--- config.mk ---
export PLATFORM = sky130hd
export DESIGN_NAME = wheel_odometry_dead_reckoning_unit_flat
export DESIGN_NICKNAME = d
export VERILOG_FILES = /design/src/rtl/core/wodr_pkg.sv /design/src/rtl/core/wodr_if.sv /design/src/rtl/core/wodr_mul.sv /design/src/rtl/core/wodr_cordic.sv /design/src/rtl/core/wheel_odometry_dead_reckoning_unit.sv /design/src/flat_wrapper.sv
export SDC_FILE = /design/constraint.sdc
export NUM_CORES = 2
export LEC_CHECK = 0
export BUFFER_PORTS_ARGS = -buffer_cell sky130_fd_sc_hd__clkbuf_2
export CAP_MARGIN = 20
export CELL_PAD_IN_SITES_DETAIL_PLACEMENT = 0
export CELL_PAD_IN_SITES_GLOBAL_PLACEMENT = 1
export CORE_UTILIZATION = 50
export CTS_CLUSTER_DIAMETER = 200
export DETAILED_ROUTE_END_ITERATION = 10
export HOLD_SLACK_MARGIN = 0.06
export MAX_ROUTING_LAYER = met4
export PLACE_DENSITY = 0.92
export SLEW_MARGIN = 20
export SYNTH_ARGS = -nofsm -noshare
export SYNTH_HDL_FRONTEND = slang
export SYNTH_SLANG_ARGS = --single-unit
--- constraint.sdc ---
create_clock -name clk -period 12 [get_ports clk]
set_input_delay 2.4 -clock clk [delete_from_list [all_inputs] [get_ports clk]]
set_output_delay 2.4 -clock clk [all_outputs]
set_load 0.02 [all_outputs]
--- src/rtl/core/wodr_pkg.sv ---
// Shared constants, types and arithmetic helpers of the wheel odometry unit.
package wodr_pkg;

	localparam int ANGLE_ITERATIONS_DEF = 24;
	localparam int MUL_W = 40;
	localparam int PROD_W = 2 * MUL_W;
	localparam int CS_W = 34;
	localparam int CFG_IDX_W = 2;

	localparam logic [1:0] KIND_LEFT = 2'd0;
	localparam logic [1:0] KIND_RIGHT = 2'd1;
	localparam logic [1:0] KIND_STEER = 2'd2;
	localparam logic [1:0] KIND_TICK = 2'd3;

	localparam logic [CFG_IDX_W-1:0] REG_RATE_GAIN = 2'd0;
	localparam logic [CFG_IDX_W-1:0] REG_HALF_RADIUS = 2'd1;
	localparam logic [CFG_IDX_W-1:0] REG_INV_WHEELBASE = 2'd2;
	localparam logic [CFG_IDX_W-1:0] REG_TICK_PERIOD = 2'd3;

	localparam logic [31:0] RATE_GAIN_RST = 32'd65536;
	localparam logic [23:0] HALF_RADIUS_RST = 24'd157286;
	localparam logic [23:0] INV_WHEELBASE_RST = 24'd1048576;
	localparam logic [23:0] TICK_PERIOD_RST = 24'd335544;

	localparam logic signed [17:0] STEER_LIMIT = 18'sd98304;
	localparam logic signed [CS_W-1:0] CORDIC_GAIN = 34'sd652032874;
	localparam logic signed [MUL_W-1:0] RAD_TO_BA = 40'sd174992710548;

	typedef struct packed {
		logic signed [CS_W-1:0] c;
		logic signed [CS_W-1:0] s;
	} cs_t;

	function automatic logic [31:0] atan_lut(input logic [4:0] idx);
		logic [31:0] r;
		case (idx)
			5'd0: r = 32'h20000000;
			5'd1: r = 32'h12E4051E;
			5'd2: r = 32'h09FB385B;
			5'd3: r = 32'h051111D4;
			5'd4: r = 32'h028B0D43;
			5'd5: r = 32'h0145D7E1;
			5'd6: r = 32'h00A2F61E;
			5'd7: r = 32'h00517C55;
			5'd8: r = 32'h0028BE53;
			5'd9: r = 32'h00145F2F;
			5'd10: r = 32'h000A2F98;
			5'd11: r = 32'h000517CC;
			5'd12: r = 32'h00028BE6;
			5'd13: r = 32'h000145F3;
			5'd14: r = 32'h0000A2FA;
			5'd15: r = 32'h0000517D;
			5'd16: r = 32'h000028BE;
			5'd17: r = 32'h0000145F;
			5'd18: r = 32'h00000A30;
			5'd19: r = 32'h00000518;
			5'd20: r = 32'h0000028C;
			5'd21: r = 32'h00000146;
			5'd22: r = 32'h000000A3;
			5'd23: r = 32'h00000051;
			5'd24: r = 32'h00000029;
			5'd25: r = 32'h00000014;
			5'd26: r = 32'h0000000A;
			5'd27: r = 32'h00000005;
			5'd28: r = 32'h00000003;
			5'd29: r = 32'h00000001;
			5'd30: r = 32'h00000001;
			default: r = 32'h00000000;
		endcase
		return r;
	endfunction

	function automatic logic signed [31:0] sat32(input logic signed [PROD_W-1:0] v);
		logic signed [31:0] r;
		if (v > 80'sd2147483647) begin
			r = 32'sh7FFFFFFF;
		end else if (v < -80'sd2147483648) begin
			r = 32'sh80000000;
		end else begin
			r = v[31:0];
		end
		return r;
	endfunction

	function automatic logic signed [PROD_W-1:0] rnd_shift(input logic signed [PROD_W-1:0] v,
		input int unsigned s);
		logic signed [PROD_W-1:0] t;
		t = v + (PROD_W'(1) << (s - 1));
		return t >>> s;
	endfunction

	function automatic logic [31:0] rad_angle(input logic signed [PROD_W-1:0] p);
		logic [55:0] t;
		t = p[55:0] + 56'd8388608;
		return t[55:24];
	endfunction

endpackage

--- src/rtl/core/wodr_if.sv ---
// Request and result channel interfaces of the wheel odometry unit.
interface wodr_in_if;
	logic valid;
	logic ready;
	logic [1:0] kind;
	logic signed [31:0] encoder_count;
	logic signed [17:0] steer_angle;

	modport source(output valid, kind, encoder_count, steer_angle, input ready);
	modport sink(input valid, kind, encoder_count, steer_angle, output ready);
endinterface

interface wodr_out_if;
	logic valid;
	logic ready;
	logic signed [31:0] vel_x;
	logic signed [31:0] vel_y;
	logic signed [31:0] speed;
	logic [31:0] heading;

	modport source(output valid, vel_x, vel_y, speed, heading, input ready);
	modport sink(input valid, vel_x, vel_y, speed, heading, output ready);
endinterface

--- src/rtl/core/wodr_mul.sv ---
// Bit-serial signed shift-add multiplier, one multiplier bit per cycle.
module wodr_mul (
	input logic clk,
	input logic arst_n,
	input logic start,
	input logic signed [wodr_pkg::MUL_W-1:0] a,
	input logic signed [wodr_pkg::MUL_W-1:0] b,
	output logic signed [wodr_pkg::PROD_W-1:0] prod,
	output logic done
);
	import wodr_pkg::*;

	localparam int CW = $clog2(MUL_W);

	logic signed [MUL_W-1:0] a_q;
	logic signed [MUL_W-1:0] hi_q;
	logic [MUL_W-1:0] lo_q;
	logic [CW-1:0] cnt_q;
	logic run_q;
	logic done_q;
	logic last;
	logic signed [MUL_W:0] addend;
	logic signed [MUL_W:0] t;

	always_comb begin
		last = (cnt_q == CW'(MUL_W - 1));
		addend = '0;
		if (lo_q[0]) begin
			addend = last ? -{a_q[MUL_W-1], a_q} : {a_q[MUL_W-1], a_q};
		end
		t = {hi_q[MUL_W-1], hi_q} + addend;
	end

	always_ff @(posedge clk or negedge arst_n) begin
		if (!arst_n) begin
			run_q <= 1'b0;
			done_q <= 1'b0;
			cnt_q <= '0;
		end else begin
			done_q <= 1'b0;
			if (start) begin
				run_q <= 1'b1;
				cnt_q <= '0;
			end else if (run_q) begin
				cnt_q <= cnt_q + 1'b1;
				if (last) begin
					run_q <= 1'b0;
					done_q <= 1'b1;
				end
			end
		end
	end

	always_ff @(posedge clk) begin
		if (start) begin
			a_q <= a;
			hi_q <= '0;
			lo_q <= b;
		end else if (run_q) begin
			hi_q <= t[MUL_W:1];
			lo_q <= {t[0], lo_q[MUL_W-1:1]};
		end
	end

	assign prod = {hi_q, lo_q};
	assign done = done_q;

endmodule

--- src/rtl/core/wodr_cordic.sv ---
// Iterative CORDIC that turns a binary angle into cosine and sine, one step per cycle.
module wodr_cordic #(
	parameter int ITERATIONS = wodr_pkg::ANGLE_ITERATIONS_DEF
) (
	input logic clk,
	input logic arst_n,
	input logic start,
	input logic [31:0] angle,
	output wodr_pkg::cs_t res,
	output logic done
);
	import wodr_pkg::*;

	localparam int CW = $clog2(ITERATIONS);

	logic signed [CS_W-1:0] x_q;
	logic signed [CS_W-1:0] y_q;
	logic signed [32:0] z_q;
	logic flip_q;
	logic [CW-1:0] i_q;
	logic run_q;
	logic done_q;
	logic flip;
	logic [31:0] folded;
	logic signed [CS_W-1:0] dx;
	logic signed [CS_W-1:0] dy;
	logic signed [32:0] at;

	always_comb begin
		flip = angle[31] ^ angle[30];
		folded = flip ? angle + 32'h80000000 : angle;
		dx = x_q >>> i_q;
		dy = y_q >>> i_q;
		at = {1'b0, atan_lut(5'(i_q))};
	end

	always_ff @(posedge clk or negedge arst_n) begin
		if (!arst_n) begin
			run_q <= 1'b0;
			done_q <= 1'b0;
			i_q <= '0;
		end else begin
			done_q <= 1'b0;
			if (start) begin
				run_q <= 1'b1;
				i_q <= '0;
			end else if (run_q) begin
				i_q <= i_q + 1'b1;
				if (i_q == CW'(ITERATIONS - 1)) begin
					run_q <= 1'b0;
					done_q <= 1'b1;
				end
			end
		end
	end

	always_ff @(posedge clk) begin
		if (start) begin
			x_q <= CORDIC_GAIN;
			y_q <= '0;
			z_q <= {folded[31], folded};
			flip_q <= flip;
		end else if (run_q) begin
			if (!z_q[32]) begin
				x_q <= x_q - dy;
				y_q <= y_q + dx;
				z_q <= z_q - at;
			end else begin
				x_q <= x_q + dy;
				y_q <= y_q - dx;
				z_q <= z_q + at;
			end
		end
	end

	assign res.c = flip_q ? -x_q : x_q;
	assign res.s = flip_q ? -y_q : y_q;
	assign done = done_q;

endmodule

--- src/rtl/core/wheel_odometry_dead_reckoning_unit.sv ---
// Top level of the wheel odometry dead-reckoning unit.
// An encoder count request occupies the unit for one serial multiply.
// A steering request is stored while the unit stays idle; a tick gives its result after
// eight serial multiplies, two CORDIC passes and a serial division.
// One request is worked on at a time; a tick's result waits until any older result has left.
// Reset clears all wheel and heading state and loads the default register values.
module wheel_odometry_dead_reckoning_unit #(
	parameter int ANGLE_ITERATIONS = wodr_pkg::ANGLE_ITERATIONS_DEF
) (
	input logic clk,
	input logic arst_n,
	input logic cfg_we,
	input logic [wodr_pkg::CFG_IDX_W-1:0] cfg_index,
	input logic [31:0] cfg_data,
	wodr_in_if.sink item,
	wodr_out_if.source result
);
	import wodr_pkg::*;

	localparam logic [3:0] ST_IDLE = 4'd0;
	localparam logic [3:0] ST_RATE = 4'd1;
	localparam logic [3:0] ST_SPEED = 4'd2;
	localparam logic [3:0] ST_STEER = 4'd3;
	localparam logic [3:0] ST_CS_STEER = 4'd4;
	localparam logic [3:0] ST_P1 = 4'd5;
	localparam logic [3:0] ST_P2 = 4'd6;
	localparam logic [3:0] ST_P3 = 4'd7;
	localparam logic [3:0] ST_DIV = 4'd8;
	localparam logic [3:0] ST_YAW = 4'd9;
	localparam logic [3:0] ST_CS_YAW = 4'd10;
	localparam logic [3:0] ST_VX = 4'd11;
	localparam logic [3:0] ST_VY = 4'd12;
	localparam logic [3:0] ST_OUT = 4'd13;

	localparam int DIV_W = 64;
	localparam int DIV_CW = $clog2(DIV_W);

	logic [3:0] state_q;
	logic go_q;
	logic side_q;
	logic [DIV_CW-1:0] cnt_q;
	logic ovalid_q;
	logic [31:0] rate_gain_q;
	logic [23:0] half_radius_q;
	logic [23:0] inv_wheelbase_q;
	logic [23:0] tick_period_q;
	logic [31:0] last_left_q;
	logic [31:0] last_right_q;
	logic signed [31:0] left_rate_q;
	logic signed [31:0] right_rate_q;
	logic signed [17:0] steer_q;
	logic [31:0] yaw_q;

	logic [31:0] diff_q;
	logic signed [31:0] speed_q;
	logic [31:0] ang_q;
	logic signed [CS_W-1:0] c_q;
	logic signed [CS_W-1:0] s_q;
	logic signed [MUL_W-1:0] p_q;
	logic neg_q;
	logic [DIV_W-1:0] dq_q;
	logic [CS_W-1:0] rem_q;
	logic signed [31:0] vx_q;
	logic signed [31:0] vy_q;
	logic signed [31:0] x_q;
	logic signed [31:0] y_q;
	logic signed [31:0] spd_q;
	logic [31:0] hd_q;

	logic mul_start;
	logic signed [MUL_W-1:0] mul_a;
	logic signed [MUL_W-1:0] mul_b;
	logic signed [PROD_W-1:0] mul_prod;
	logic mul_done;
	logic cs_start;
	logic [31:0] cs_angle;
	cs_t cs_res;
	logic cs_done;

	logic signed [17:0] steer_cl;
	logic [CS_W-1:0] div_w;
	logic [CS_W:0] r2;
	logic ge;
	logic [CS_W-1:0] nrem;
	logic signed [MUL_W-1:0] qmag;
	logic signed [MUL_W-1:0] quot;
	logic out_free;

	wodr_mul u_mul (
		.clk(clk),
		.arst_n(arst_n),
		.start(mul_start),
		.a(mul_a),
		.b(mul_b),
		.prod(mul_prod),
		.done(mul_done)
	);

	wodr_cordic #(.ITERATIONS(ANGLE_ITERATIONS)) u_cordic (
		.clk(clk),
		.arst_n(arst_n),
		.start(cs_start),
		.angle(cs_angle),
		.res(cs_res),
		.done(cs_done)
	);

	always_comb begin
		mul_a = '0;
		mul_b = '0;
		mul_start = 1'b0;
		case (state_q)
			ST_RATE: begin
				mul_a = {8'd0, rate_gain_q};
				mul_b = 40'(signed'(diff_q));
				mul_start = go_q;
			end
			ST_SPEED: begin
				mul_a = {16'd0, half_radius_q};
				mul_b = 40'(left_rate_q) + 40'(right_rate_q);
				mul_start = go_q;
			end
			ST_STEER: begin
				mul_a = RAD_TO_BA;
				mul_b = 40'(steer_q);
				mul_start = go_q;
			end
			ST_P1: begin
				mul_a = {16'd0, inv_wheelbase_q};
				mul_b = 40'(speed_q);
				mul_start = go_q;
			end
			ST_P2: begin
				mul_a = {16'd0, tick_period_q};
				mul_b = p_q;
				mul_start = go_q;
			end
			ST_P3: begin
				mul_a = 40'(s_q);
				mul_b = p_q;
				mul_start = go_q;
			end
			ST_YAW: begin
				mul_a = RAD_TO_BA;
				mul_b = quot;
				mul_start = go_q;
			end
			ST_VX: begin
				mul_a = 40'(c_q);
				mul_b = 40'(speed_q);
				mul_start = go_q;
			end
			ST_VY: begin
				mul_a = 40'(s_q);
				mul_b = 40'(speed_q);
				mul_start = go_q;
			end
			default: begin
				mul_start = 1'b0;
			end
		endcase
	end

	always_comb begin
		cs_start = go_q && (state_q == ST_CS_STEER || state_q == ST_CS_YAW);
		cs_angle = (state_q == ST_CS_STEER) ? ang_q : yaw_q;
		if (item.steer_angle > STEER_LIMIT) begin
			steer_cl = STEER_LIMIT;
		end else if (item.steer_angle < -STEER_LIMIT) begin
			steer_cl = -STEER_LIMIT;
		end else begin
			steer_cl = item.steer_angle;
		end
		div_w = (c_q < 34'sd1) ? 34'd1 : c_q;
		r2 = {rem_q, dq_q[DIV_W-1]};
		ge = (r2 >= {1'b0, div_w});
		nrem = ge ? CS_W'(r2 - {1'b0, div_w}) : r2[CS_W-1:0];
		qmag = dq_q[MUL_W-1:0];
		quot = neg_q ? -qmag : qmag;
		out_free = !ovalid_q || result.ready;
	end

	always_ff @(posedge clk or negedge arst_n) begin
		if (!arst_n) begin
			state_q <= ST_IDLE;
			go_q <= 1'b0;
			side_q <= 1'b0;
			cnt_q <= '0;
			ovalid_q <= 1'b0;
			rate_gain_q <= RATE_GAIN_RST;
			half_radius_q <= HALF_RADIUS_RST;
			inv_wheelbase_q <= INV_WHEELBASE_RST;
			tick_period_q <= TICK_PERIOD_RST;
			last_left_q <= '0;
			last_right_q <= '0;
			left_rate_q <= '0;
			right_rate_q <= '0;
			steer_q <= '0;
			yaw_q <= '0;
		end else begin
			go_q <= 1'b0;
			if (cfg_we) begin
				case (cfg_index)
					REG_RATE_GAIN: rate_gain_q <= cfg_data;
					REG_HALF_RADIUS: half_radius_q <= cfg_data[23:0];
					REG_INV_WHEELBASE: inv_wheelbase_q <= cfg_data[23:0];
					REG_TICK_PERIOD: tick_period_q <= cfg_data[23:0];
					default: ;
				endcase
			end
			if (ovalid_q && result.ready && state_q != ST_OUT) begin
				ovalid_q <= 1'b0;
			end
			case (state_q)
				ST_IDLE: begin
					if (item.valid) begin
						case (item.kind)
							KIND_LEFT: begin
								last_left_q <= item.encoder_count;
								side_q <= 1'b0;
								state_q <= ST_RATE;
								go_q <= 1'b1;
							end
							KIND_RIGHT: begin
								last_right_q <= item.encoder_count;
								side_q <= 1'b1;
								state_q <= ST_RATE;
								go_q <= 1'b1;
							end
							KIND_STEER: begin
								steer_q <= steer_cl;
							end
							default: begin
								state_q <= ST_SPEED;
								go_q <= 1'b1;
							end
						endcase
					end
				end
				ST_RATE: begin
					if (mul_done) begin
						if (side_q) begin
							right_rate_q <= sat32(mul_prod);
						end else begin
							left_rate_q <= sat32(mul_prod);
						end
						state_q <= ST_IDLE;
					end
				end
				ST_SPEED: begin
					if (mul_done) begin
						state_q <= ST_STEER;
						go_q <= 1'b1;
					end
				end
				ST_STEER: begin
					if (mul_done) begin
						state_q <= ST_CS_STEER;
						go_q <= 1'b1;
					end
				end
				ST_CS_STEER: begin
					if (cs_done) begin
						state_q <= ST_P1;
						go_q <= 1'b1;
					end
				end
				ST_P1: begin
					if (mul_done) begin
						state_q <= ST_P2;
						go_q <= 1'b1;
					end
				end
				ST_P2: begin
					if (mul_done) begin
						state_q <= ST_P3;
						go_q <= 1'b1;
					end
				end
				ST_P3: begin
					if (mul_done) begin
						state_q <= ST_DIV;
						cnt_q <= '0;
					end
				end
				ST_DIV: begin
					cnt_q <= cnt_q + 1'b1;
					if (cnt_q == DIV_CW'(DIV_W - 1)) begin
						state_q <= ST_YAW;
						go_q <= 1'b1;
					end
				end
				ST_YAW: begin
					if (mul_done) begin
						yaw_q <= yaw_q + rad_angle(mul_prod);
						state_q <= ST_CS_YAW;
						go_q <= 1'b1;
					end
				end
				ST_CS_YAW: begin
					if (cs_done) begin
						state_q <= ST_VX;
						go_q <= 1'b1;
					end
				end
				ST_VX: begin
					if (mul_done) begin
						state_q <= ST_VY;
						go_q <= 1'b1;
					end
				end
				ST_VY: begin
					if (mul_done) begin
						state_q <= ST_OUT;
					end
				end
				ST_OUT: begin
					if (out_free) begin
						ovalid_q <= 1'b1;
						state_q <= ST_IDLE;
					end
				end
				default: begin
					state_q <= ST_IDLE;
				end
			endcase
		end
	end

	always_ff @(posedge clk) begin
		case (state_q)
			ST_IDLE: begin
				if (item.valid) begin
					diff_q <= item.encoder_count -
						((item.kind == KIND_RIGHT) ? last_right_q : last_left_q);
				end
			end
			ST_SPEED: begin
				if (mul_done) begin
					speed_q <= sat32(rnd_shift(mul_prod, 20));
				end
			end
			ST_STEER: begin
				if (mul_done) begin
					ang_q <= rad_angle(mul_prod);
				end
			end
			ST_CS_STEER, ST_CS_YAW: begin
				if (cs_done) begin
					c_q <= cs_res.c;
					s_q <= cs_res.s;
				end
			end
			ST_P1: begin
				if (mul_done) begin
					p_q <= MUL_W'(rnd_shift(mul_prod, 20));
				end
			end
			ST_P2: begin
				if (mul_done) begin
					p_q <= MUL_W'(sat32(rnd_shift(mul_prod, 24)));
				end
			end
			ST_P3: begin
				if (mul_done) begin
					neg_q <= mul_prod[PROD_W-1];
					dq_q <= DIV_W'(mul_prod[PROD_W-1] ? -mul_prod : mul_prod);
					rem_q <= '0;
				end
			end
			ST_DIV: begin
				dq_q <= {dq_q[DIV_W-2:0], ge};
				rem_q <= nrem;
			end
			ST_VX: begin
				if (mul_done) begin
					vx_q <= sat32(rnd_shift(mul_prod, 30));
				end
			end
			ST_VY: begin
				if (mul_done) begin
					vy_q <= sat32(rnd_shift(mul_prod, 30));
				end
			end
			ST_OUT: begin
				if (out_free) begin
					x_q <= vx_q;
					y_q <= vy_q;
					spd_q <= speed_q;
					hd_q <= yaw_q;
				end
			end
			default: ;
		endcase
	end

	assign item.ready = (state_q == ST_IDLE);
	assign result.valid = ovalid_q;
	assign result.vel_x = x_q;
	assign result.vel_y = y_q;
	assign result.speed = spd_q;
	assign result.heading = hd_q;

`ifndef ASSERT_OFF
	a_mul_done_state: assert property (@(posedge clk) disable iff (!arst_n)
		mul_done |-> (state_q == ST_RATE || state_q == ST_SPEED || state_q == ST_STEER ||
			state_q == ST_P1 || state_q == ST_P2 || state_q == ST_P3 ||
			state_q == ST_YAW || state_q == ST_VX || state_q == ST_VY))
		else $error("Multiplier finished outside a multiply step.");

	a_cs_done_state: assert property (@(posedge clk) disable iff (!arst_n)
		cs_done |-> (state_q == ST_CS_STEER || state_q == ST_CS_YAW))
		else $error("CORDIC finished outside a sine and cosine step.");

	a_tick_busy: assert property (@(posedge clk) disable iff (!arst_n)
		(item.valid && item.ready && item.kind == KIND_TICK) |=> !item.ready)
		else $error("Tick request did not start the sequencer.");

	a_div_rem: assert property (@(posedge clk) disable iff (!arst_n)
		(state_q == ST_DIV) |-> (rem_q < div_w))
		else $error("Division remainder is not below the divisor.");
`endif

endmodule
--- src/flat_wrapper.sv ---
// flat-port wrapper written by rule: the top's interface ports become plain ports
module wheel_odometry_dead_reckoning_unit_flat import wodr_pkg::*;
#(
	parameter int ANGLE_ITERATIONS = wodr_pkg::ANGLE_ITERATIONS_DEF
)
  (clk, arst_n, cfg_we, cfg_index, cfg_data, item_valid, item_kind, item_encoder_count, item_steer_angle, item_ready, result_valid, result_vel_x, result_vel_y, result_speed, result_heading, result_ready);
  wodr_in_if item_i ();
  wodr_out_if result_i ();
  input logic clk;
  input logic arst_n;
  input logic cfg_we;
  input logic [wodr_pkg::CFG_IDX_W-1:0] cfg_index;
  input logic [31:0] cfg_data;
  input wire logic [$bits(item_i.valid)-1:0] item_valid;
  input wire logic [$bits(item_i.kind)-1:0] item_kind;
  input wire logic [$bits(item_i.encoder_count)-1:0] item_encoder_count;
  input wire logic [$bits(item_i.steer_angle)-1:0] item_steer_angle;
  output wire logic [$bits(item_i.ready)-1:0] item_ready;
  output wire logic [$bits(result_i.valid)-1:0] result_valid;
  output wire logic [$bits(result_i.vel_x)-1:0] result_vel_x;
  output wire logic [$bits(result_i.vel_y)-1:0] result_vel_y;
  output wire logic [$bits(result_i.speed)-1:0] result_speed;
  output wire logic [$bits(result_i.heading)-1:0] result_heading;
  input wire logic [$bits(result_i.ready)-1:0] result_ready;
  assign item_i.valid = item_valid;
  assign item_i.kind = item_kind;
  assign item_i.encoder_count = item_encoder_count;
  assign item_i.steer_angle = item_steer_angle;
  assign item_ready = item_i.ready;
  assign result_valid = result_i.valid;
  assign result_vel_x = result_i.vel_x;
  assign result_vel_y = result_i.vel_y;
  assign result_speed = result_i.speed;
  assign result_heading = result_i.heading;
  assign result_i.ready = result_ready;
  wheel_odometry_dead_reckoning_unit #(.ANGLE_ITERATIONS(ANGLE_ITERATIONS)) u_core (.clk(clk), .arst_n(arst_n), .cfg_we(cfg_we), .cfg_index(cfg_index), .cfg_data(cfg_data), .item(item_i), .result(result_i));
endmodule
==> impl_results.md <==
- Status: completed
- Ports: 221
- IO buf count: 220
- Syn Nets: 7319
- Setup WS pre-CTS: 4.376 ns
- ANT nets after route: 0
- Maximum VDD drop: 345.1 uV
- DR vias: 56.97k
- Pin count of the biggest net entering global routing: 144
- P per Cell Area: 341.7 nW/um^2
- Final Setup Violations: 0
- Post-cts repair resize count: 0
- Min-Delay Endpoint: u_core.result.vel_x[31]$_DFFE_PP_
- Max_cap viols: 0
- F_max: 129.3 MHz
- Worst-path fanout max: 38
- Num rows: 134
- Leak Pwr: 28.74 nW
- CP Data Required Time: 12.56 ns
- Max Buffers Root-to-Sink: 3
- GRT Total Usage: 0.3338
- Switching portion of total power: 0.4720
- CTS sink cnt: 1022
- Net total in the final layout: 7356
- Die ar.: 137100 sq um
- Hold WS: 0.4093 ns
- FF-to-FF End: u_core.u_cordic.z_q[31]$_DFFE_PP_
- Die span in y: 370.3 microns
- Clock-pin slew on the worst setup and hold paths: 0.06 ns
- Final Skew: 0.07205 ns
- Final Non-Filler Cells: 8842
- Clock power share: 0.145
- Die width: 370.3 microns
- Number of library cell types mapped by synthesis: 105
- RSZ-0062 raised after global routing: no
- Internal power: 13.46 mW
- Post-synth top cells: 628 x nand2_1, 604 x edfxtp_1, 562 x nor2_1
- Total routed wirelength: 227.2 mm
- Seq pwr share: 0.237
- Synth Instances: 6928
- Worst Path Arrival: 8.30 ns
- Relative slew margins: 0.2476
- Setup Buffers After CTS: 0
- Number of global-route vias before repair: 54.13k
- Vias per Instance: 6.444
- DRC viols: 0
- CORE AREA: 134000 sq um
- GRT overflow: 0
- # hold bufs at CTS: 0
- Worst path slowest cell: inv_2
- Max-slew violation count: 0
- Worst-Skew Late Latency: 0.80 ns
- Final Hold Vio Count: 0
- Starting Density: 0.5063
- Yosys warns: 0
- Num CTS Buffers: 111
- Crit share post-route: 0.6447
- Setup TNS: 0 ns
- Kind of critical path: register to register
- Worst R2R Start: u_core.u_cordic.i_q[1]$_DFFE_PN0P_
- Crit start category: register
- Area Growth Syn to Fin: 9.972%
- Dpl hpwl: 164.8 mm
- Starting DRT DRC Count: 6824
- CP Capture Type: register
- Area contributors post-synth: edfxtp_1 27%, dfrtp_1 11%, ha_1 5.4%
- Post-synth top area cell: edfxtp_1
- Worst slew pin tran: 1.124 ns
- Min Clock Period, post-route: 7.737 ns
- Reg-to-reg slack, setup: 4.26 ns
- Fill cell count: 11.66k
- Routed WL per cell: 25.69 microns
- CP Cell Sequence: inv_2 > ha_1 > nand2_1 > o21ai_0 > a22o_1 > a21oi_1 > ha_1 > nand2_1 > nor3_1 > nor3b_1 > nor2_1 > xor2_1 > ha_1 > a21o_1 > a21o_1 > a21oi_1 > a211oi_1 > a2111oi_0 > o31ai_1 > o311ai_0 > o21ai_0 > a21oi_1 > xnor2_1 > a21o_1
- Share of layout cells above drive strength 1: 0.1399
- Placed cells: 8620
- GPL Wtd Cong: 1.023
- Sequential fraction of the synthesis area: 0.4140
- WHS Path Cells: 0
- NetSw: 12.03 mW
- H-tree depth: 3
- Top_reg_cell synth: edfxtp_1
- Comb power frac: 0.618
- Root Driver: clkbuf_16
- CTS tree: done
- Min-delay src: u_core.vx_q[31]$_DFFE_PP_
- Top-area cell type share of the netlist area: 0.2674
- Mapped Avg Cell Area: 9.791 sq um
- Initial antenna violation count: 15
- First-pass GRT wire length: 339.1 mm
- Synthesized area: 67830 sq um
- Max incr delay on CP: 0.81 ns
- Worst reg2reg path depth: 24
- Async set or reset register ratio after synthesis: 0.3033
- Final worst slack: 4.263 ns
- Cell with the most instances after synthesis: nand2_1
- 1st-pass router iterations: 10
- Post-synth EDFFs: 604
- #FFs+latches synth: 1022
- HP Class: register to register
## layout by cell type (no fill, tap or decap), types with 93 or more instances in the layout
cell type / n
edfxtp_1: 604
nand3_1: 147
dfxtp_1: 107
inv_1: 122
nand2_1: 624
clkbuf_2: 219
ha_1: 292
xor2_1: 273
mux2_2: 218
nor2_1: 553
clkbuf_16: 113
xnor2_1: 384
a21oi_1: 445
buf_4: 156
nand2b_1: 103
o21ai_0: 514
mux2i_1: 199
dfrtp_1: 282
nor3_1: 98
a21o_1: 155
o211ai_1: 93
## logic make-up after synthesis
logic type / Yosys count / synth area share
flops: 1022 / 0.4140
simple gates: 2012 / 0.1403
compound gates: 1853 / 0.1754
fa+ha+maj: 300 / 0.05622
mux: 499 / 0.09332
xor+xnor: 658 / 0.08496
buf+inv: 584 / 0.03571
## state kept, by name, summed over array words and instances, names as in the netlist, 33 cells and up
signal,count
u_core.u_cordic.x_q,34
u_core.u_mul.hi_q,40
u_core.u_mul.a_q,35
u_core.s_q,34
u_core.u_cordic.z_q,33
u_core.u_cordic.y_q,34
u_core.c_q,34
u_core.p_q,40
u_core.u_mul.lo_q,40
u_core.dq_q,64
u_core.rem_q,34
## power groups by stage
stage	combinational [mW]	sequential [mW]	clock [mW]
detailed placement	15.4	6.05	0
CTS	15.5	5.98	3.76
floorplan	12.0	5.27	0
finish	15.7	6.05	3.70
global placement	15.2	6.01	0
global route	17.1	6.09	3.88
## layer usage
metal,vias up,track usage,wire [microns]
li1,25776,-,-
met1,27857,0.4596,96750
met2,2875,0.4935,100100
met3,466,0.06447,22570
met4,0,0.1060,7769
met5,-,-,0
## worst max path at each step
stage	startpoint	to	slack, ns	depth (start not counted)
finish	u_core.u_cordic.i_q[1]$_DFFE_PN0P_	u_core.u_cordic.z_q[31]$_DFFE_PP_	4.26	24
global route	u_core.u_cordic.i_q[1]$_DFFE_PN0P_	u_core.u_cordic.z_q[31]$_DFFE_PP_	3.74	24
CTS	u_core.u_cordic.i_q[1]$_DFFE_PN0P_	u_core.u_cordic.z_q[31]$_DFFE_PP_	4.33	24
detailed placement	u_core.u_cordic.i_q[1]$_DFFE_PN0P_	u_core.u_cordic.z_q[31]$_DFFE_PP_	4.38	24
global placement	u_core.u_cordic.i_q[1]$_DFFE_PN0P_	u_core.u_cordic.z_q[31]$_DFFE_PP_	4.39	24
floorplan	result_ready	u_core.result.heading[0]$_DFFE_PP_	0.14	2
## layout make-up
| class | count | area, sq um | share of cell area |
|---|---|---|---|
| antenna | 11 | 27.53 | 0.0003690 |
| clock inverter | 74 | 987.2 | 0.01323 |
| sequential | 1022 | 28100 | 0.3767 |
| inverter | 131 | 496.7 | 0.006659 |
| multi-input combinational | 5322 | 37510 | 0.5029 |
| tap | 1768 | 2212 | 0.02966 |
| timing repair buffer | 377 | 2302 | 0.03086 |
| clock buffer | 137 | 2958 | 0.03965 |
## critical path: cells and delay by family, from the launching register on
kind | cells | cell delay, ns
AOI/OAI and AO/OA | 13 | 3.26
xor gates and xnor gates | 2 | 0.25
adders and majority gates | 3 | 1.34
buffers and inverters | 1 | 0.81
DFF | 1 | 0.56
and+or+nand+nor | 5 | 1.25
## per-stage QoR
step,cell area [sq um],util,power (mW)
floorplan,67830,-,17.23
global placement,70610,0.5271,21.20
detailed placement,70610,0.5271,21.40
CTS,74560,0.5565,25.19
global route,74580,0.5568,27.07
finish,74590,0.5568,25.49
No activity file was read; power rests on OpenSTA's default activity.
